`src/rtl/int32_to_decimal_ascii_assert.svh`:
```
// assertion macros for the decimal text converter
`ifndef INT32_TO_DECIMAL_ASCII_ASSERT_SVH
`define INT32_TO_DECIMAL_ASCII_ASSERT_SVH

// same-cycle implication
`define I2DA_ASSERT_IMP(lbl, a, c) \
	lbl: assert property (@(posedge clk) disable iff (!arst_n) (a) |-> (c)) \
		else $error("i2da assertion failed");

// next-cycle implication
`define I2DA_ASSERT_NXT(lbl, a, c) \
	lbl: assert property (@(posedge clk) disable iff (!arst_n) (a) |=> (c)) \
		else $error("i2da assertion failed");

`endif

```
`src/rtl/i2da_pkg.sv`:
```
package i2da_pkg;

	localparam int unsigned NUM_DIGITS = 10;
	localparam logic [31:0] RECIP_TEN = 32'hCCCC_CCCD;
	localparam int unsigned RECIP_SHIFT = 35;
	localparam logic [6:0] CH_ZERO = 7'd48;
	localparam logic [6:0] CH_MINUS = 7'd45;

	typedef struct packed {
		logic load;
		logic step;
		logic out_sign;
		logic out_digit;
	} dec_cmd_t;

	typedef struct packed {
		logic neg;
		logic quot_zero;
		logic last_digit;
	} dec_sts_t;

endpackage

```
`src/rtl/i2da_ctrl.sv`:
```
`include "int32_to_decimal_ascii_assert.svh"

module i2da_ctrl (
	input  logic                 clk,
	input  logic                 arst_n,
	input  logic                 start,
	input  i2da_pkg::dec_sts_t   sts,
	output i2da_pkg::dec_cmd_t   cmd,
	output logic                 busy,
	output logic                 strobe
);

	localparam logic [1:0] ST_IDLE = 2'd0;
	localparam logic [1:0] ST_DIV  = 2'd1;
	localparam logic [1:0] ST_SIGN = 2'd2;
	localparam logic [1:0] ST_EMIT = 2'd3;

	logic [1:0] state_q;
	logic [1:0] state_nxt;

	always_comb begin
		state_nxt = state_q;
		cmd = '0;
		case (state_q)
			ST_IDLE: begin
				if (start) begin
					cmd.load = 1'b1;
					state_nxt = ST_DIV;
				end
			end
			ST_DIV: begin
				cmd.step = 1'b1;
				if (sts.quot_zero) begin
					state_nxt = sts.neg ? ST_SIGN : ST_EMIT;
				end
			end
			ST_SIGN: begin
				cmd.out_sign = 1'b1;
				state_nxt = ST_EMIT;
			end
			ST_EMIT: begin
				cmd.out_digit = 1'b1;
				if (sts.last_digit) begin
					state_nxt = ST_IDLE;
				end
			end
			default: begin
				state_nxt = ST_IDLE;
			end
		endcase
	end

	always_ff @(posedge clk or negedge arst_n) begin
		if (!arst_n) begin
			state_q <= ST_IDLE;
		end else begin
			state_q <= state_nxt;
		end
	end

	assign busy = (state_q != ST_IDLE);
	assign strobe = cmd.out_sign || cmd.out_digit;

	`I2DA_ASSERT_NXT(a_load_div, cmd.load, state_q == ST_DIV)
	`I2DA_ASSERT_NXT(a_sign_digit, cmd.out_sign, cmd.out_digit)
	`I2DA_ASSERT_NXT(a_last_idle, cmd.out_digit && sts.last_digit, !busy)
	`I2DA_ASSERT_IMP(a_beat_busy, strobe, busy && !cmd.step)

endmodule

```
`config.mk`:
```
export PLATFORM = sky130hd
export DESIGN_NAME = i2da_ctrl
export DESIGN_NICKNAME = d
export VERILOG_FILES = /design/src/rtl/i2da_pkg.sv /design/src/rtl/i2da_ctrl.sv
export VERILOG_INCLUDE_DIRS = /design/src /design/src/rtl
export SDC_FILE = /design/constraint.sdc
export NUM_CORES = 1
export LEC_CHECK = 0
export BUFFER_PORTS_ARGS = -buffer_cell sky130_fd_sc_hd__buf_2
export CAP_MARGIN = 20
export CORE_AREA = 2 2 39 41
export CTS_CLUSTER_DIAMETER = 30
export CTS_CLUSTER_SIZE = 25
export DETAILED_ROUTE_END_ITERATION = 10
export DIE_AREA = 0 0 41 43
export GPL_ROUTABILITY_DRIVEN = 0
export PLACE_DENSITY = 0.48
export SLEW_MARGIN = 20
export SYNTH_ARGS = -nofsm -noshare
export SYNTH_HDL_FRONTEND = slang
export SYNTH_SLANG_ARGS = --single-unit
```
`constraint.sdc`:
```
create_clock -name clk -period 1.4 [get_ports clk]
set_input_delay 0.14 -clock clk [delete_from_list [all_inputs] [get_ports clk]]
set_output_delay 0.14 -clock clk [all_outputs]
set_load 0.02 [all_outputs]
```
==> flow_metrics.tcl, run 1 <==
set metrics [dict create \
    vias 237 \
    rsz0062_at_grt "true" \
    final_util_pct 34.0 \
    wl_per_cell_um 9.29 \
    initialDrtViolationCount 1 \
    grt_pass1_vias 221 \
    regArea_um2 50.0 \
    grt_usage_pct 7.33 \
    post-route-worst-setup-slack_ns -0.0607 \
    layout.cells.most_common_list "buf_4 (10), buf_2 (8), ha_2 (4)" \
    p_switching_mw 0.496 \
    worst_r2r_start "state_q[1]" \
    multi_input_area_um2 204 \
    globalRoute.totalOverflow 0 \
    post-place-ws_ns -0.0862 \
    clock_sinks 2 \
    worstPathArrival_ns 1.57 \
    rrSetupSlack_ns -0.06 \
    pwr-share-clk_pct 10.6 \
    clkTransAtPathRegs_ns 0.03 \
    p_seq_share_pct 10.4 \
    critical_path.startpoint_type "flop" \
    max_flop_register "state_q" \
    pwr_density_cell_mw_per_mm2 2610 \
    worstSetupEndpointType "flop" \
    clk_latency_ns 0.23 \
    num_antenna_cells 0 \
    final.period_utilization_pct 104 \
    starting_density_of_the_core_pct 15.6 \
    numPortBuffers 11 \
    critPathKind "reg2reg" \
    dieWidth_um 41 \
    worstPathMaxFanout 4 \
    layoutNonFillerInstCount 63 \
    post_synthesis_cell_area_um2 216 \
    final_max_slew_viol_count 0 \
    numPlacedInstances 56 \
    post_drt_via_cell_ratio 3.76 \
    rows 14 \
    synth-seq-cells 2 \
    cts_tree "yes" \
    p_int_mw 0.730 \
    dpl.hpwl_um 413 \
    nNetsFinal 60 \
    power_switching_share_pct 40.5 \
    design.die.area_mm2 0.00176 \
    routed_wirelength_um 585 \
    clk_path_buf_depth 2 \
    synth_area_per_cell_um2 9.84 \
    slew_headroom_pct 78.6 \
    final_antenna_net_count 0 \
    grt_pass1_wl_um 772 \
    report.final.hold_viol_count 0 \
    timing.reg2reg.worst_path_depth 4 \
    clockRootBuffer "clkbuf_4" \
    nFillCells 149 \
    total_power_mw 1.23 \
    max_rail_drop_vdd_mv 0.758 \
    ctsHtreeMaxLevel 1 \
    final_layout_size_suffix_gt1_share_pct 83.0 \
    fin_worst_skew_ns 0.000536 \
    mostFrequentLayoutCell "buf_4" \
    mappedNetlistNets 33 \
    run_status "complete, but fails checks" \
    min-delay-path-class "in2async" \
    core_area_mm2 0.00138 \
    critical_path.reg2reg.endpoint "state_q[1]" \
    finalSetupViolations 3 \
    synth.distinct_cells 14 \
    max_cap_viol_count 0 \
    ys_seq_area_share_pct 23.1 \
    maximum_number_of_pins_on_one_net_before_global_route_repair 5 \
    antenna_found_initial 0 \
    fmax_mhz 685 \
    numCtsBuffers 3 \
    die_h_um 43 \
    worst-slew-pin-transition_ns 0.320 \
    static-leakage-power_nw 0.236 \
    layout_top_registers "state_q (2)" \
    drc 0 \
    violations_in_the_final_reports "negative setup slack" \
    area_delta_synth_final_pct 117 \
    power.combinational.fraction_pct 79.0 \
    syn_inst 22 \
    fin_crit_ns 1.46 \
    detailedRoute.firstPassIterationCount 2 \
    timing.critical_path.required_ns 1.50 \
    num_io_pins 12 \
    yosys_warnings 0 \
    largest_register_ffs 2 \
]
-- critical path: stages (launching register included) --
cell     delay (ns)
dfrtp_1        0.40
ha_2           0.21
nor2b_1        0.17
nor3_4         0.24
mux2_4         0.32
-- layer usage --
layer | global-route usage [%] | vias to the layer above | share of wire, %
met1 | 7.07 | 99 | 35
met4 | 10.0 | 0 | 2.6
li1 | - | 122 | -
met5 | 0 | - | 0
met2 | 10.3 | 14 | 52
met3 | 1.57 | 2 | 11
-- worst max-delay path by stage --
stage | slack [ns] | from | to | depth (start not counted)
after detailed placement | -0.09 | state_q[1] | state_q[1] | 5
after global placement | -0.09 | state_q[1] | state_q[1] | 5
final | -0.06 | state_q[1] | state_q[1] | 4
after CTS | -0.07 | state_q[1] | strobe | 4
after global routing | -0.12 | state_q[0] | state_q[1] | 5
after floorplan | -0.04 | state_q[1] | state_q[1] | 5
-- area by class of cell --
class,instances,area share (%)
Multi-Input combinational cell,16,43.4
Timing Repair Buffer,22,33.8
Sequential cell,2,10.6
Clock buffer,3,4.79
Tap cell,16,4.26
Inverter,4,3.19
-- through the flow --
| step | setup TNS (ns) | cell area [um2] | hold WS, ns |
|---|---|---|---|
| 2_1_floorplan | -0.0377 | 221 | -0.156 |
| 3_3_place_gp | -0.0861 | 349 | -0.0737 |
| 3_5_place_dp | -0.0862 | 349 | -0.0741 |
| 4_1_cts | -0.185 | 414 | 0.214 |
| 5_1_grt | -0.397 | 470 | 0.214 |
| 6_report | -0.138 | 470 | 0.218 |
-- power by group through the flow --
stage	clock network (mW)	registers, mW	logic [mW]
final	0.130	0.128	0.969
after global routing	0.149	0.132	1.08
after CTS	0.137	0.129	0.813
after detailed placement	0	0.124	0.687
after global placement	0	0.124	0.684
after floorplan	0	0.121	0.412
-- what timing repair did --
action	in CTS	in global routing
hold buffers	1	0
pin swaps	1	3
endpoints found under the hold margin	2	0
setup endpoints to repair	3	5
cloned	0	0
buffers inserted	1	2
resized for setup	10	8
-- synthesized netlist by cell type, drive strengths merged --
cell type | count | share of area [%]
nor2b | 2 | 9.2
nor2 | 1 | 1.7
ha | 5 | 29
nor3 | 1 | 4.6
and2b | 1 | 3.5
dfrtp | 2 | 23
or2 | 1 | 2.9
and2 | 1 | 3.5
mux2 | 1 | 5.2
a211oi | 1 | 3.5
nor4 | 1 | 2.9
a2bb2oi | 1 | 4.0
inv | 4 | 6.9
-- cells by family (layout without fill, tap and decap cells) --
| logic type | after synthesis | after routing | synth area share [%] |
|---|---|---|---|
| and+or+nand+nor | 8 | 8 | 28.3 |
| adders and majority gates | 5 | 5 | 28.9 |
| buffers and inverters | 4 | 29 | 6.93 |
| AOI/OAI and AO/OA | 2 | 2 | 7.52 |
| DFF | 2 | 2 | 23.1 |
| muxes | 1 | 1 | 5.20 |
Note: power is estimated with default switching activity, not from simulation.
==> inputs of run 2 (changes only) <==
--- a/config.mk
+++ b/config.mk
@@ -8,13 +8,15 @@
 export LEC_CHECK = 0
 export BUFFER_PORTS_ARGS = -buffer_cell sky130_fd_sc_hd__buf_2
 export CAP_MARGIN = 20
+export CELL_PAD_IN_SITES_DETAIL_PLACEMENT = 2
+export CELL_PAD_IN_SITES_GLOBAL_PLACEMENT = 2
 export CORE_AREA = 2 2 39 41
 export CTS_CLUSTER_DIAMETER = 30
 export CTS_CLUSTER_SIZE = 25
 export DETAILED_ROUTE_END_ITERATION = 10
 export DIE_AREA = 0 0 41 43
 export GPL_ROUTABILITY_DRIVEN = 0
-export PLACE_DENSITY = 0.48
+export PLACE_DENSITY = 0.68
 export SLEW_MARGIN = 20
 export SYNTH_ARGS = -nofsm -noshare
 export SYNTH_HDL_FRONTEND = slang
==> run 2 against run 1 <==
  * The run still ends with negative setup slack left
  * Utilization grew 7.3 points
  * Final area grew 22%
  * Register-to-register slack lost 0.05 ns
  * Non-clock buffer count grew 5
  * Clock power is essentially flat
  * Worst setup slack lost 0.045 ns
  * Via count grew 14%
  * Critical path type unchanged
  * Largest cell class unchanged
  * Largest power group unchanged
  * Highest routed layer is now met3
==> flow_metrics.tcl, run 2 (synthesis results as in run 1) <==
set metrics [dict create \
    clk_latency_ns 0.22 \
    die_h_um 43 \
    timing.critical_path.required_ns 1.50 \
    grt_pass1_vias 300 \
    cts_tree "yes" \
    globalRoute.totalOverflow 0 \
    fin_worst_skew_ns 0.00312 \
    largest_register_ffs 2 \
    num_io_pins 12 \
    static-leakage-power_nw 0.272 \
    rsz0062_at_grt "true" \
    final_antenna_net_count 0 \
    finalInstanceArea_um2 572 \
    power_switching_share_pct 40.5 \
    clkTransAtPathRegs_ns 0.03 \
    clockRootBuffer "clkbuf_4" \
    critPathKind "reg2reg" \
    area_delta_synth_final_pct 164 \
    wl_per_cell_um 13.7 \
    mostFrequentLayoutCell "buf_4" \
    worst-slew-pin-transition_ns 0.255 \
    clock_sinks 2 \
    cp_cell_sequence "ha_2 > nor2b_2 > nor3_4 > mux2_4" \
    report.final.hold_viol_count 0 \
    min-delay-path-class "in2async" \
    post_drt_via_cell_ratio 3.97 \
    clk_path_buf_depth 2 \
    fin_crit_ns 1.51 \
    ctsHtreeMaxLevel 1 \
    timing.reg2reg.worst_path_depth 4 \
    crit_path_largest_cell_delay_ns 0.43 \
    starting_density_of_the_core_pct 15.6 \
    grt_usage_pct 11.4 \
    dieWidth_um 41 \
    pwr_density_cell_mw_per_mm2 2750 \
    total_power_mw 1.57 \
    initialDrtViolationCount 0 \
    post-route-worst-setup-slack_ns -0.106 \
    worstPathMaxFanout 4 \
    max_cap_viol_count 0 \
    post-place-ws_ns -0.159 \
    final_max_slew_viol_count 0 \
    drc 0 \
    num_antenna_cells 0 \
    slew_headroom_pct 82.9 \
    nNetsFinal 65 \
    fmax_mhz 664 \
    worstPathArrival_ns 1.61 \
    final_layout_size_suffix_gt1_share_pct 90.4 \
    critical_path.startpoint_type "flop" \
    design.die.area_mm2 0.00176 \
    layout.cells.most_common_list "buf_4 (10), buf_2 (8), buf_6 (8)" \
    p_seq_share_pct 8.9 \
    cp_slowest_cell "dfrtp_2" \
    max_flop_register "state_q" \
    placed_area_um2 342 \
    detailedRoute.firstPassIterationCount 1 \
    numPortBuffers 11 \
    run_status "complete, but fails checks" \
    rows 14 \
    core_area_mm2 0.00138 \
    grt_pass1_wl_mm 1.27 \
    vias 270 \
    rrSetupSlack_ns -0.11 \
    antenna_found_initial 0 \
    pwr-share-clk_pct 8.1 \
    p_switching_mw 0.637 \
    max_rail_drop_vdd_mv 0.843 \
    final.period_utilization_pct 108 \
    finalSetupViolations 3 \
    dpl.hpwl_um 556 \
    maximum_number_of_pins_on_one_net_before_global_route_repair 5 \
    critical_path.reg2reg.endpoint "state_q[1]" \
    violations_in_the_final_reports "negative setup slack" \
    numCtsBuffers 3 \
    worst_r2r_start "state_q[0]" \
    power.combinational.fraction_pct 83.0 \
    p_int_mw 0.934 \
    layout_top_registers "state_q (2)" \
    routed_wirelength_um 932 \
    worstSetupEndpointType "flop" \
]
==> run 2: changes by cell type in the layout (fill, tap and decap cells not counted) <==
cell     change
buf_6        +5
ha_2         -3
ha_4         +3
and2_2       -1
and2_4       +1
and2b_1      -1
and2b_2      +1
dfrtp_1      -1
dfrtp_2      +1
nor2b_1      -1
nor2b_2      +1
nor4_2       -1
nor4_4       +1
==> run 2: worst max-delay path: cells and delay by family, from the launching register on <==
kind	cells	cell delay (ns)
and+or+nand+nor	2	0.42
muxes	1	0.32
adders and majority gates	1	0.21
DFF	1	0.43
==> run 2: metal layers <==
metal / wire length [um] / share of wire [%] / global-route usage (%) / up-vias
met4: 0 / 0 / 8.00 / 0
met3: 20 / 2.1 / 0 / 0
met5: 0 / 0 / 0 / -
li1: - / - / - / 133
met1: 324 / 35 / 10.3 / 129
met2: 587 / 63 / 21.6 / 8
==> run 2: timing repair <==
item,CTS,global route
pin swaps,3,5
hold buffers,1,0
endpoints found under the hold margin,2,0
gates resized for setup,16,15
setup buffers,6,5
endpoints found under the setup margin,5,5
==> run 2: power by group through the flow <==
stage | registers (mW) | logic (mW) | clock network (mW)
floorplan | 0.121 | 0.412 | 0
global placement | 0.129 | 0.657 | 0
detailed placement | 0.131 | 0.694 | 0
CTS | 0.132 | 1.02 | 0.138
global route | 0.146 | 1.41 | 0.139
finish | 0.140 | 1.30 | 0.127
==> run 2: layout make-up <==
type	count	area [um2]
sequential	2	51.3
tap	16	20.0
timing repair buffer	27	215
inverter	4	15.0
fill	151	812
multi-input combinational	16	248
clock buffer	3	22.5
==> run 2: worst max-delay path by stage <==
stage	from	end	slack (ns)	cells past startpoint
global placement	state_q[1]	state_q[1]	-0.09	5
floorplan	state_q[1]	state_q[1]	-0.04	5
global route	state_q[0]	state_q[1]	-0.16	4
detailed placement	state_q[1]	state_q[1]	-0.16	5
finish	state_q[0]	state_q[1]	-0.11	4
CTS	state_q[1]	state_q[1]	-0.1	5
==> run 2: through the flow <==
stage                     util (%)  hold WS (ns)  TNS, ns  cells
after global placement        24.7       -0.0751  -0.0926     55
after detailed placement      24.7       -0.0747   -0.200     55
after floorplan                  -        -0.156  -0.0377     22
final                         41.3         0.234   -0.256     68
after global routing          41.3         0.251   -0.468     68
after CTS                     34.5         0.211   -0.279     65
